==> config.mk <==
export PLATFORM = sky130hd
export DESIGN_NAME = orm_ctrl
export DESIGN_NICKNAME = d
export VERILOG_FILES = /design/src/sv/orm_pkg.sv /design/src/sv/orm_ctrl.sv
export SDC_FILE = /design/constraint.sdc
export NUM_CORES = 1
export LEC_CHECK = 0
export BUFFER_PORTS_ARGS = -buffer_cell sky130_fd_sc_hd__buf_2
export CORE_AREA = 2 2 39 41
export DETAILED_ROUTE_END_ITERATION = 8
export DIE_AREA = 0 0 41 43
export GPL_TIMING_DRIVEN = 0
export PLACE_DENSITY_LB_ADDON = 0.3
export RECOVER_POWER = 25
export SETUP_SLACK_MARGIN = 0.1
export SYNTH_ARGS = -nofsm -noshare
export SYNTH_HDL_FRONTEND = slang
export SYNTH_SLANG_ARGS = --single-unit
==> constraint.sdc <==
create_clock -name clk -period 2.6 [get_ports clk]
set_input_delay 0.52 -clock clk [delete_from_list [all_inputs] [get_ports clk]]
set_output_delay 0.52 -clock clk [all_outputs]
set_load 0.01 [all_outputs]
==> src/sv/orm_pkg.sv <==
// Shared constants and controller/datapath handshake structs for the rectangle merge block.
`default_nettype none
package orm_pkg;

  localparam int ORM_MAX_BOXES = 32;
  localparam int ORM_COORD_W   = 12;
  localparam int ORM_EDGE_W    = 13;

  // controller -> datapath
  typedef struct packed {
    logic load_in;    // capture accepted rectangle
    logic merge;      // compare against table and update
    logic emit_load;  // move next table entry into output register
    logic clear;      // end of list: empty table, drop overflow flag
  } orm_cmd_t;

  // datapath -> controller
  typedef struct packed {
    logic in_last;     // captured rectangle closes the list
    logic count_zero;  // table empty
    logic emit_last;   // emit index sits on last valid entry
    logic out_free;    // output register can take a new item
  } orm_sts_t;

endpackage
`default_nettype wire

==> src/sv/orm_ctrl.sv <==
// Sequencer for the rectangle merge block: accept, merge, emit.
`default_nettype none
module orm_ctrl
  import orm_pkg::*;
(
  input  wire logic     clk,
  input  wire logic     rst_n,
  input  wire logic     in_valid,
  output logic          in_ready,
  input  orm_sts_t      sts,
  output orm_cmd_t      cmd
);

  typedef enum logic [2:0] {
    S_IDLE  = 3'b001,
    S_MERGE = 3'b010,
    S_EMIT  = 3'b100
  } orm_state_t;

  orm_state_t state_r, state_nxt;

  assign in_ready = (state_r == S_IDLE);

  always_comb begin
    state_nxt = state_r;
    cmd       = '0;
    unique case (state_r)
      S_IDLE: begin
        if (in_valid) begin
          cmd.load_in = 1'b1;
          state_nxt   = S_MERGE;
        end
      end
      S_MERGE: begin
        cmd.merge = 1'b1;
        state_nxt = sts.in_last ? S_EMIT : S_IDLE;
      end
      S_EMIT: begin
        if (sts.count_zero) begin
          cmd.clear = 1'b1;
          state_nxt = S_IDLE;
        end else if (sts.out_free) begin
          cmd.emit_load = 1'b1;
          if (sts.emit_last) begin
            cmd.clear = 1'b1;
            state_nxt = S_IDLE;
          end
        end
      end
      default: state_nxt = S_IDLE;
    endcase
  end

  always_ff @(posedge clk) begin
    if (!rst_n) begin
      state_r <= S_IDLE;
    end else begin
      state_r <= state_nxt;
    end
  end

endmodule
`default_nettype wire

Yosys cells after proc, flatten, opt, wreduce, memory -nomap -nowiden. Cells that the tools add are included.

Output and inout port bits: 5. Word-level logic and storage cells: 22. Bits of input ports: 7. Flip-flop bits (word level): 3.

Muxes and demuxes: 14. Reductions and logical operators: 1. Equal/unequal tests: 6.

Operators by type and width (number): 3-bit two-way mux (5); 3-bit one-hot mux with 3 select lines (1); 1-bit two-way mux (6); 3-bit != test (second input constant) (2); 2-bit two-way mux (2); 3-bit by 1-bit == test with 1-bit output (second input constant) (1); 3-bit by 2-bit == test with 1-bit output (second input constant) (1); 3-bit == test (second input constant) (1); 3-bit AND reduction (1); 2-bit != test (second input constant) (1).

Depth between registers and ports, before layout. Gate-level depths: netlist (run 1).

Depth after elaboration: 4. Mapped depth: 3. Depth with buffers taken out: 3.

Worst setup path after synthesis (run 1). Ideal clock, no wire load.

Kind: input to output. Start point: input port sts[2] (netlist name). End point: output port cmd[1] (netlist name). Data required time: 2.080 ns. Stages on the path: 1. Setup slack: 1.089 ns. Arrival: 0.991 ns. Cell sequence: nor4b_1.

Cells in the longest elaborated chain, start to end: 2.

RTL lines: start, declared (RTL line orm_ctrl.sv:10) `input orm_sts_t sts,`; 1-bit two-way mux (RTL line orm_ctrl.sv:39) `if (sts.count_zero) begin`; 2-bit two-way mux (RTL line orm_ctrl.sv:27) `unique case (state_r)`; end, declared (RTL line orm_ctrl.sv:11) `output orm_cmd_t cmd`.

Every way passes these cells.

==> impl_results.md, run 1 <==
- Kind of cell adding the most delay to the critical path: simple AND/OR/NAND/NOR gates
- Total iterations of the first detailed-routing run: 4
- Vias in the first global route: 187
- Startpoint class of the critical path: register
- Gate count after technology mapping: 18
- Final antenna-violating net count: 0
- Post-synthesis average cell area: 9.593 µm²
- Peak clock frequency supported by timing: 0.5625 GHz
- Final setup TNS: 0 ns
- Critical-path maximum fanout: 5
- CP max stage cell: sky130_fd_sc_hd__dfxtp_1
- Clk sinks: 3
- Number of antenna repair diodes: 0
- Leading post-synthesis cells by instance count: 3 x sky130_fd_sc_hd__dfxtp_1, 3 x sky130_fd_sc_hd__nor3b_1, 2 x sky130_fd_sc_hd__nor3_1
- Post-synthesis cell type count: 13
- Buffer type at the clock tree root: sky130_fd_sc_hd__clkbuf_4
- Hold buffer count at cts: 0
- Minimum clock period: 1.778 ns
- DRC viols: 0
- Num CTS Buffers: 3
- Area leader, netlist: sky130_fd_sc_hd__dfxtp_1
- Post-synthesis sequential element count: 3
- Final routed wirelength across all metal layers: 405 µm
- Max FFs per register: 3
- Proportion of register bits with asynchronous set or reset after synthesis: 0
- Count of buffers inserted at the top-level ports: 11
- CTS tree: built
- Critical path class: register to output port
- Die area: 1763 µm²
- Path class of the lowest-slack min-delay path: register to register
- Number of core rows: 14
- Cell area power density: 569.9 nW/µm²
- Horizontal extent of the die: 41 µm
- Setup repair after global routing missed its margin: no
- Area of the mapped netlist: 172.7 µm²
- Maximum number of pins on one net before global-route repair: 8
- Registers with the most flip-flops: state_r: 3 flops
- I/O pins: 12
- Outcome: complete, no violations
- Starting density of the core: 0.1248
- Leakage Power: 0.1186 nW
- Vert. Die Dim: 43 µm
- Skew-Pair Late Insertion Delay: 0.23 ns
- 1st-iter DRT viols: 5
- Maxcap violations: 0
- Area growth from synthesis to layout: 55.80%
- Crit-path cells: nor3b_1 > and2_4 > buf_2
- Endpoint type of the worst setup path: output port
- Total setup buffers inserted after CTS: 0
- Total nets after synthesis: 25
- Layout cell share with drive strength beyond 1: 0.5152
- Final nets: 41
- Arr. time, crit path: 1.26 ns
- Cell types occupying the most area after synthesis: sky130_fd_sc_hd__dfxtp_1 35%, sky130_fd_sc_hd__nor3b_1 13%, sky130_fd_sc_hd__nor3b_2 7.2%
- Final critical-path share of the clock period: 0.6838
- Std-Cell Core Area: 1384 µm²
- Global router's overall resource usage: 0.06620
- Final hold vios: 0
- Max-slew headroom at the worst pin: 0.7754
- Number of antenna violations at the first check in global routing: 0
- Clock slew at the register clock pins of the worst setup and hold paths: 0.04 ns
- Peak VDD IR: 0.2264 mV
- Largest register by flop count: state_r
- Data required time of the worst path: 2.08 ns
- Slew Limit Fails: 0
- First-pass GRT wire length: 717 µm
- Vias after detailed routing: 193
- Peak per-stage delay on the critical path: 0.36 ns
- Area after DPL: 247.7 µm²
- Weighted congestion at the end of routability-driven global placement: 0.6693
- Final cell area excluding filler cells: 269.0 µm²
- Share of synthesized area occupied by flip-flops and latches: 0.3478
- Final setup viols: 0
- Synth Flop Type: sky130_fd_sc_hd__dfxtp_1
- Clock Skew: 0.0004357 ns
- Total number of yosys warnings: 0
- Number of flops mapped to enable cells by yosys: 0
- Share of Yosys cell area claimed by the top area cell type: 0.3478
- GR Overflow Total: 0
- Post-cts repair resize count: 0
- Buf+Inv Stages, Crit Path: 1
- WL per Instance: 8.265 µm
- Routed vias/inst: 3.939
- Clock Path Buffers: 2
- Slew at the pin closest to its max-slew limit: 0.3361 ns
- H-tree depth reported by CTS: 1
- Final-layout fill cell count: 155
[routing by layer]
| layer | up-vias | GRT usage | part of all wire |
|---|---|---|---|
| li1 | 98 | - | - |
| met1 | 79 | 0.08333 | 0.50 |
| met2 | 16 | 0.06875 | 0.33 |
| met3 | 0 | 0.04712 | 0.17 |
| met4 | 0 | 0.06000 | 0 |
| met5 | - | 0 | 0 |
[worst paths after layout]
path | startpoint | endpoint | slack (ns) | cells after the start
worst min-delay path | state_r[0]$_SDFFE_PN1P_ | state_r[2]$_SDFFE_PN0P_ | 0.48 | 1
worst min register to register | state_r[0]$_SDFFE_PN1P_ | state_r[2]$_SDFFE_PN0P_ | 0.48 | 1
worst max-delay path | state_r[0]$_SDFFE_PN1P_ | cmd[3] | 0.82 | 3
worst max register to register | state_r[0]$_SDFFE_PN1P_ | state_r[0]$_SDFFE_PN1P_ | 1.52 | 3
[worst reg2reg max path, stage by stage, from the launching register on]
cell and delay, ns:
sky130_fd_sc_hd__dfxtp_1 0.36, sky130_fd_sc_hd__nor3b_1 0.33, sky130_fd_sc_hd__and2_4 0.21, sky130_fd_sc_hd__o31ai_2 0.06
[report_power, final]
group	switching [mW]	internal, mW	leakage [nW]	total, mW
sequential	0.00289	0.0485	0.0246	0.0514
combinational	0.00909	0.0120	0.0790	0.0211
clock	0.0233	0.0575	0.0150	0.0808
total	0.0353	0.118	0.119	0.153
[layout by cell type, fill, tap and decap left out]
cell type,count
sky130_fd_sc_hd__buf_2,11
sky130_fd_sc_hd__nor3b_1,4
sky130_fd_sc_hd__clkbuf_4,3
sky130_fd_sc_hd__dfxtp_1,3
sky130_fd_sc_hd__nor3_1,2
sky130_fd_sc_hd__a21oi_1,1
sky130_fd_sc_hd__nand2b_1,1
sky130_fd_sc_hd__nor4b_1,1
sky130_fd_sc_hd__and2_4,1
sky130_fd_sc_hd__and3_2,1
sky130_fd_sc_hd__nand2_1,1
sky130_fd_sc_hd__nor2b_1,1
sky130_fd_sc_hd__a2bb2oi_1,1
sky130_fd_sc_hd__o31ai_2,1
sky130_fd_sc_hd__clkbuf_1,1
[kinds of logic (layout without fill, tap and decap cells)]
kind of cell / count (synthesis) / after routing / synth area share
AOI/OAI and AO/OA: 3 / 3 / 0.1521
buffers and inverters: 0 / 15 / 0
DFF: 3 / 3 / 0.3478
and+or+nand+nor: 12 / 12 / 0.5000
[stage by stage]
step	worst slack (ns)	util	std cells	power, mW	hold slack (ns)
3_5_place_dp	1.029	0.1790	45	0.07387	0.4817
5_1_grt	0.6662	0.1944	49	0.1676	0.4798
6_report	0.8221	0.1944	49	0.1533	0.4819
2_1_floorplan	1.089	-	18	0.06391	0.4481
4_1_cts	0.8929	0.1980	49	0.1587	0.4773
3_3_place_gp	1.022	0.1790	45	0.07410	0.4826
[final cells by class]
cell class | instances | area, µm² | area share
repair buffers | 11 | 55.05 | 0.2047
multi-input cells | 15 | 107.6 | 0.4000
clock buffers | 4 | 26.28 | 0.09767
flip-flops and latches | 3 | 60.06 | 0.2233
well taps | 16 | 20.02 | 0.07442
(Power assumes the default switching activity.)
==> run 2: changes to the inputs <==
Clock period 2.6 ns to 1.55 ns, I/O delays scaled along.
==> run 2 against run 1 <==
Effect of this change: wire length up 14%; clock skew up 0.0012 ns; power up 79%; die area unchanged; critical path depth unchanged; sequential share of layout area down 1.7 points; non-clock buffer count up 2; critical path type unchanged; largest power group unchanged; cell count up 4.1%; via count up 4.7%; flip-flop and latch count unchanged; clock power up 68%; design area up 20%.
==> impl_results.md, run 2 (same netlist as run 1, synthesis figures left out) <==
- Final setup TNS: 0 ns (unchanged)
- H-tree depth reported by CTS: 1 (unchanged)
- Buf+Inv Stages, Crit Path: 1 (unchanged)
- Routed vias/inst: 3.961 (+0.56%)
- CP max stage cell: sky130_fd_sc_hd__dfxtp_4
- Kind of cell adding the most delay to the critical path: simple AND/OR/NAND/NOR gates
- Area of all sequential standard cells: 66.31 µm² (+10%)
- Peak per-stage delay on the critical path: 0.36 ns (about the same)
- Cell area power density: 853.1 nW/µm² (+50%)
- Slew at the pin closest to its max-slew limit: 0.2721 ns (-0.06399 ns)
- Weighted congestion at the end of routability-driven global placement: 0.6693 (unchanged)
- WL per Instance: 9.020 µm (+9.1%)
- Global router's overall resource usage: 0.06513 (-0.001068)
- Reg-to-reg setup timing slack: 0.50 ns (-1.02 ns)
- Most frequent standard cell in the layout excluding fill and tap cells: sky130_fd_sc_hd__buf_2
- Worst hold path cell count: 2 (+1)
- Portion of total power attributed to combinational logic: 0.186 (+0.048)
- Final antenna-violating net count: 0 (unchanged)
- Horizontal extent of the die: 41 µm (unchanged)
- Final hold vios: 0 (unchanged)
- Switching part of the total: 0.2339 (+0.003819)
- Final critical-path share of the clock period: 0.8890
- Std-Cell Core Area: 1384 µm² (unchanged)
- Number of antenna violations at the first check in global routing: 0 (unchanged)
- Data required time of the worst path: 1.24 ns (-0.84 ns)
- Area growth from synthesis to layout: 86.23%
- WP depth: 3 (unchanged)
- Part of the total power dissipated in the clock network: 0.496 (-0.031)
- Vias in the first global route: 184 (-1.6%)
- Switching power: 0.06418 mW (+82%)
- Path class of the lowest-slack min-delay path: input port to register
- Registers with the most flip-flops: state_r: 3 flops
- Critical-path maximum fanout: 6 (+1)
- Clock Path Buffers: 2 (unchanged)
- Clk sinks: 3 (unchanged)
- Peak clock frequency supported by timing: 0.7257 GHz
- I/O pins: 12 (unchanged)
- Worst r2r dst: state_r[0]$_SDFFE_PN1P_
- Starting density of the core: 0.1248 (unchanged)
- Slew Limit Fails: 0 (unchanged)
- Max FFs per register: 3 (unchanged)
- Startpoint class of the critical path: register
- Buffer type at the clock tree root: sky130_fd_sc_hd__clkbuf_4
- Hold worst-path end: state_r[0]$_SDFFE_PN1P_
- Layout cell share with drive strength beyond 1: 0.7143 (+0.1991)
- GR Overflow Total: 0 (unchanged)
- Hold Startpoint: rst_n
- Commonest cells after routing, fill and taps aside: 10 x sky130_fd_sc_hd__buf_2, 3 x sky130_fd_sc_hd__nor3b_1, 3 x sky130_fd_sc_hd__clkbuf_4
- Number of cells traversed by the worst register-to-register path: 4 (+1)
- Clock Skew: 0.001619 ns (+0.001183 ns)
- Final routed wirelength across all metal layers: 460 µm (+14%)
- Area taken by multi-input logic gates: 132.6 µm² (+23%)
- Hold buffer count at cts: 0 (unchanged)
- Crit-path cells: nor3b_4 > and2_4 > buf_6
- Leakage Power: 0.1455 nW (+23%)
- Number of antenna repair diodes: 0 (unchanged)
- Maximum number of pins on one net before global-route repair: 8 (unchanged)
- Skew-Pair Late Insertion Delay: 0.23 ns (about the same)
- Launch point of the worst reg-to-reg path: state_r[0]$_SDFFE_PN1P_
- First-pass GRT wire length: 703 µm (-2.0%)
- Num CTS Buffers: 3 (unchanged)
- Clock slew at the register clock pins of the worst setup and hold paths: 0.04 ns (about the same)
- Number of core rows: 14 (unchanged)
- Sequential Power Share: 0.318 (-0.017)
- Vert. Die Dim: 43 µm (unchanged)
- Arr. time, crit path: 1.07 ns (-0.19 ns)
- Internal power consumption: 0.2101 mW (+78%)
- DRC viols: 0 (unchanged)
- Final setup viols: 0 (unchanged)
- Sum of internal, switching and leakage power: 0.2743 mW (+79%)
- Endpoint type of the worst setup path: output port
- Largest register by flop count: state_r
- Final nets: 43 (+4.9%)
- Final-layout fill cell count: 155 (unchanged)
- Count of buffers inserted at the top-level ports: 11 (unchanged)
- CTS tree: built
- Total iterations of the first detailed-routing run: 2 (-2)
- Minimum clock period: 1.378 ns
- Crit. Startpoint: state_r[2]$_SDFFE_PN0P_
- Maxcap violations: 0 (unchanged)
- Max-slew headroom at the worst pin: 0.8182 (+0.04275)
- 1st-iter DRT viols: 2 (-3)
- Outcome: complete, no violations
- Peak VDD IR: 0.3782 mV (+67%)
- Setup repair after global routing missed its margin: yes
- Critical path class: register to output port
- Die area: 1763 µm² (unchanged)
- Vias after detailed routing: 202 (+4.7%)
[run 2: cell types whose count changed in the layout (fill, tap and decap cells not counted), sizes merged]
cell and change:
buf +2
[run 2: how the worst max path moves through the flow]
| stage | endpoint | slack, ns |
|---|---|---|
| 2_1_floorplan | cmd[1] | 0.31 |
| 3_3_place_gp | cmd[1] | 0.31 |
| 3_5_place_dp | cmd[1] | 0.32 |
| 4_1_cts | cmd[1] | 0.1 |
| 5_1_grt | cmd[3] | 0.1 |
| 6_report | cmd[3] | 0.17 |
[run 2: area by class of cell]
| cell class | instances | area share |
|---|---|---|
| Clock buffer | 4 | 0.08171 |
| Timing Repair Buffer | 13 | 0.2374 |
| Sequential cell | 3 | 0.2062 |
| Multi-Input combinational cell | 15 | 0.4125 |
| Tap cell | 16 | 0.06226 |
[run 2: metrics by stage]
| stage | setup slack, ns | cells | util | cell area, µm² | hold slack, ns |
|---|---|---|---|---|---|
| floorplan | 0.3100 | 18 | - | 172.7 | 0.3750 |
| global placement | 0.3076 | 45 | 0.1790 | 247.7 | 0.4826 |
| detailed placement | 0.3197 | 45 | 0.1790 | 247.7 | 0.4817 |
| CTS | 0.09716 | 50 | 0.2107 | 291.5 | 0.2672 |
| global route | 0.09720 | 51 | 0.2324 | 321.6 | 0.2722 |
| finish | 0.1721 | 51 | 0.2324 | 321.6 | 0.2777 |
[run 2: per-layer routing]
layer | vias to the layer above | global-route usage | routed length [µm]
li1 | 104 | - | -
met1 | 86 | 0.07987 | 232
met2 | 12 | 0.06875 | 166
met3 | 0 | 0.04712 | 62
met4 | 0 | 0.06000 | 0
met5 | - | 0 | 0
[run 2: repair_timing]
| action | 4_1_cts | 5_1_grt |
|---|---|---|
| pin swaps | 1 | 2 |
| buffers inserted | 1 | 1 |
| resized for setup | 4 | 4 |
| setup endpoints to repair | 2 | 2 |
[run 2: worst reg2reg max path: cells and delay by family (launching register included)]
kind | cells | cell delay, ns
buffers and inverters | 1 | 0.13
AND/OR/NAND/NOR | 2 | 0.29
AO/OA/AOI/OAI | 1 | 0.21
flip-flops | 1 | 0.33
[run 2: power groups by stage]
stage          clock network, mW  registers (mW)  logic [mW]
3_3_place_gp                   0          0.0881      0.0362
5_1_grt                    0.154          0.0882      0.0554
2_1_floorplan                  0          0.0866      0.0206
6_report                   0.136          0.0872      0.0510
3_5_place_dp                   0          0.0879      0.0360
4_1_cts                    0.143          0.0884      0.0432
==> run 3: changes to the inputs <==
==> constraint.sdc (replaced) <==
create_clock -name clk -period 1.55 [get_ports clk]
set_input_delay 0 -clock clk [delete_from_list [all_inputs] [get_ports clk]]
set_output_delay 0 -clock clk [all_outputs]
set_load 0.01 [all_outputs]
==> run 3 against run 2 <==
Effect of this change: cell count down 2.0%; wire length down 8.7%; design area down 12%; count of clock-buffer cells in the layout unchanged; register-to-register slack better by 0.03 ns; critical path depth unchanged; via count down 3.0%; sequential share of layout area up 0.52 points; power down 5.1%; non-clock buffer count down 1; combinational power down 25%; first-iteration DRC count rose to 3.5 times the previous value; critical endpoint is now cmd[1].
==> impl_results.md, run 3 (same netlist as run 1, synthesis figures left out) <==
- Outcome: complete, no violations
- Peak clock frequency supported by timing: 0.8592 GHz (+18%)
- Switching power: 0.05994 mW (-6.6%)
- Kind of cell adding the most delay to the critical path: flip-flops
- Vert. Die Dim: 43 µm (unchanged)
- Hold buffer count at cts: 1 (+1)
- Number of core rows: 14 (unchanged)
- Slew Limit Fails: 0 (unchanged)
- Final hold vios: 0 (unchanged)
- Final critical-path share of the clock period: 0.7509 (-0.1381)
- Layout cell share with drive strength beyond 1: 0.5294 (-0.1849)
- Clock Path Buffers: 2 (unchanged)
- Skew-Pair Late Insertion Delay: 0.23 ns (about the same)
- Vias after detailed routing: 196 (-3.0%)
- Slew at the pin closest to its max-slew limit: 0.2618 ns (-0.01036 ns)
- Final setup viols: 0 (unchanged)
- Die area: 1763 µm² (unchanged)
- Total iterations of the first detailed-routing run: 4 (+2)
- Minimum clock period: 1.164 ns (-0.2140 ns)
- Internal power consumption: 0.2004 mW (-4.6%)
- Final routed wirelength across all metal layers: 420 µm (-8.7%)
- Worst setup endpoint: cmd[1]
- Maxcap violations: 0 (unchanged)
- Final setup TNS: 0 ns (unchanged)
- Std-Cell Core Area: 1384 µm² (unchanged)
- Crit. Startpoint: state_r[2]$_SDFFE_PN0P_
- CP max stage cell: sky130_fd_sc_hd__dfxtp_1
- Max-slew headroom at the worst pin: 0.8251 (+0.006924)
- Buf+Inv Stages, Crit Path: 1 (unchanged)
- Horizontal extent of the die: 41 µm (unchanged)
- Clk sinks: 3 (unchanged)
- Area growth from synthesis to layout: 64.49%
- Part of the total power dissipated in the clock network: 0.520 (+0.024)
- Setup repair after global routing missed its margin: no
- Endpoint type of the worst setup path: output port
- Buffer type at the clock tree root: sky130_fd_sc_hd__clkbuf_4
- WP depth: 3 (unchanged)
- Leakage Power: 0.1256 nW (-14%)
- Number of cells traversed by the worst register-to-register path: 3 (-1)
- Cell area power density: 916.8 nW/µm² (+7.5%)
- Reg-to-reg setup timing slack: 0.53 ns (+0.03 ns)
- Worst r2r dst: state_r[0]$_SDFFE_PN1P_
- Num CTS Buffers: 3 (unchanged)
- Starting density of the core: 0.1248 (unchanged)
- Final nets: 42 (-2.3%)
- GR Overflow Total: 0 (unchanged)
- Max FFs per register: 3 (unchanged)
- Total setup buffers inserted after CTS: 0 (-1)
- Number of antenna repair diodes: 0 (unchanged)
- Switching part of the total: 0.2302 (-0.003744)
- WL per Instance: 8.400 µm (-6.9%)
- Portion of total power attributed to combinational logic: 0.147 (-0.039)
- H-tree depth reported by CTS: 1 (unchanged)
- Final worst slack: 0.3861 ns (+0.2140 ns)
- I/O pins: 12 (unchanged)
- Number of antenna violations at the first check in global routing: 0 (unchanged)
- Crit-path cells: nand2b_1 > nor4b_1 > buf_2
- First-pass GRT wire length: 745 µm (+6.0%)
- Launch point of the worst reg-to-reg path: state_r[2]$_SDFFE_PN0P_
- Startpoint class of the critical path: register
- 1st-iter DRT viols: 7 (+5)
- Critical path class: register to output port
- Global router's overall resource usage: 0.06820 (+0.003074)
- CTS tree: built
- Count of buffers inserted at the top-level ports: 11 (unchanged)
- Min Hold Slack: 0.03346 ns (-0.2442 ns)
- Peak per-stage delay on the critical path: 0.41 ns (+0.05 ns)
- Sequential Power Share: 0.332 (+0.014)
- Vias in the first global route: 193 (+4.9%)
- Registers with the most flip-flops: state_r: 3 flops
- Clock Skew: 0.0005698 ns (-0.001049 ns)
- Peak VDD IR: 0.3810 mV (+0.76%)
- Post-Place Worst Slack: 0.5306 ns (+0.2108 ns)
- Largest register by flop count: state_r
- Post-cts repair resize count: 0 (-4)
- Routed vias/inst: 3.920 (-1.0%)
- Critical-path maximum fanout: 6 (unchanged)
- Data required time of the worst path: 1.55 ns (+0.31 ns)
- Path class of the lowest-slack min-delay path: input port to register
- Most frequent standard cell in the layout excluding fill and tap cells: sky130_fd_sc_hd__buf_2
- Arr. time, crit path: 1.16 ns (+0.09 ns)
- Clock slew at the register clock pins of the worst setup and hold paths: 0.04 ns (about the same)
- Commonest cells after routing, fill and taps aside: 11 x sky130_fd_sc_hd__buf_2, 3 x sky130_fd_sc_hd__nor3b_1, 3 x sky130_fd_sc_hd__clkbuf_4, 3 x sky130_fd_sc_hd__dfxtp_1, 2 x sky130_fd_sc_hd__nor3_1
- Final antenna-violating net count: 0 (unchanged)
- DRC viols: 0 (unchanged)
- Maximum number of pins on one net before global-route repair: 8 (unchanged)
- Weighted congestion at the end of routability-driven global placement: 0.6693 (unchanged)
run 3: cell types whose count changed in the layout (fill, tap and decap cells not counted), sizes merged:
cell / before / now
buf: 13 / 11
dlygate4sd3: 0 / 1
run 3: metal layers:
metal	vias to the layer above	GRT usage	routed length, µm
met3	0	0.04712	70
met5	-	0	0
met2	16	0.07813	139
li1	100	-	-
met4	0	0.06000	0
met1	80	0.08013	209
run 3: how the worst min path moves through the flow:
stage | from | to | slack [ns] | depth (start not counted)
floorplan | sts[2] | cmd[1] | 0.05 | 1
global placement | rst_n | state_r[0]$_SDFFE_PN1P_ | 0.20 | 2
detailed placement | rst_n | state_r[0]$_SDFFE_PN1P_ | 0.20 | 2
CTS | in_valid | state_r[1]$_SDFFE_PN0P_ | 0.02 | 2
global route | in_valid | state_r[1]$_SDFFE_PN0P_ | 0.02 | 2
finish | in_valid | state_r[1]$_SDFFE_PN0P_ | 0.03 | 2
run 3: final cells by class:
cell class | count | area (µm²)
clock buffer | 4 | 26.28
fill | 153 | 1100
multi-input combinational | 15 | 112.6
tap | 16 | 20.02
timing repair buffer | 12 | 65.06
sequential | 3 | 60.06
run 3: through the flow:
step	std cells	area [µm²]	total power, mW	utilization
2_1_floorplan	18	172.7	0.1072	-
3_3_place_gp	45	247.7	0.1243	0.1790
3_5_place_dp	45	247.7	0.1239	0.1790
4_1_cts	50	284.0	0.2681	0.2052
5_1_grt	50	284.0	0.2849	0.2052
6_report	50	284.0	0.2604	0.2052
run 3: power groups by stage:
| stage | combinational [mW] | clock, mW | sequential [mW] |
|---|---|---|---|
| after floorplan | 0.0206 | 0 | 0.0866 |
| after global placement | 0.0362 | 0 | 0.0881 |
| after detailed placement | 0.0360 | 0 | 0.0879 |
| after CTS | 0.0385 | 0.143 | 0.0868 |
| after global routing | 0.0420 | 0.155 | 0.0878 |
| final | 0.0383 | 0.136 | 0.0866 |
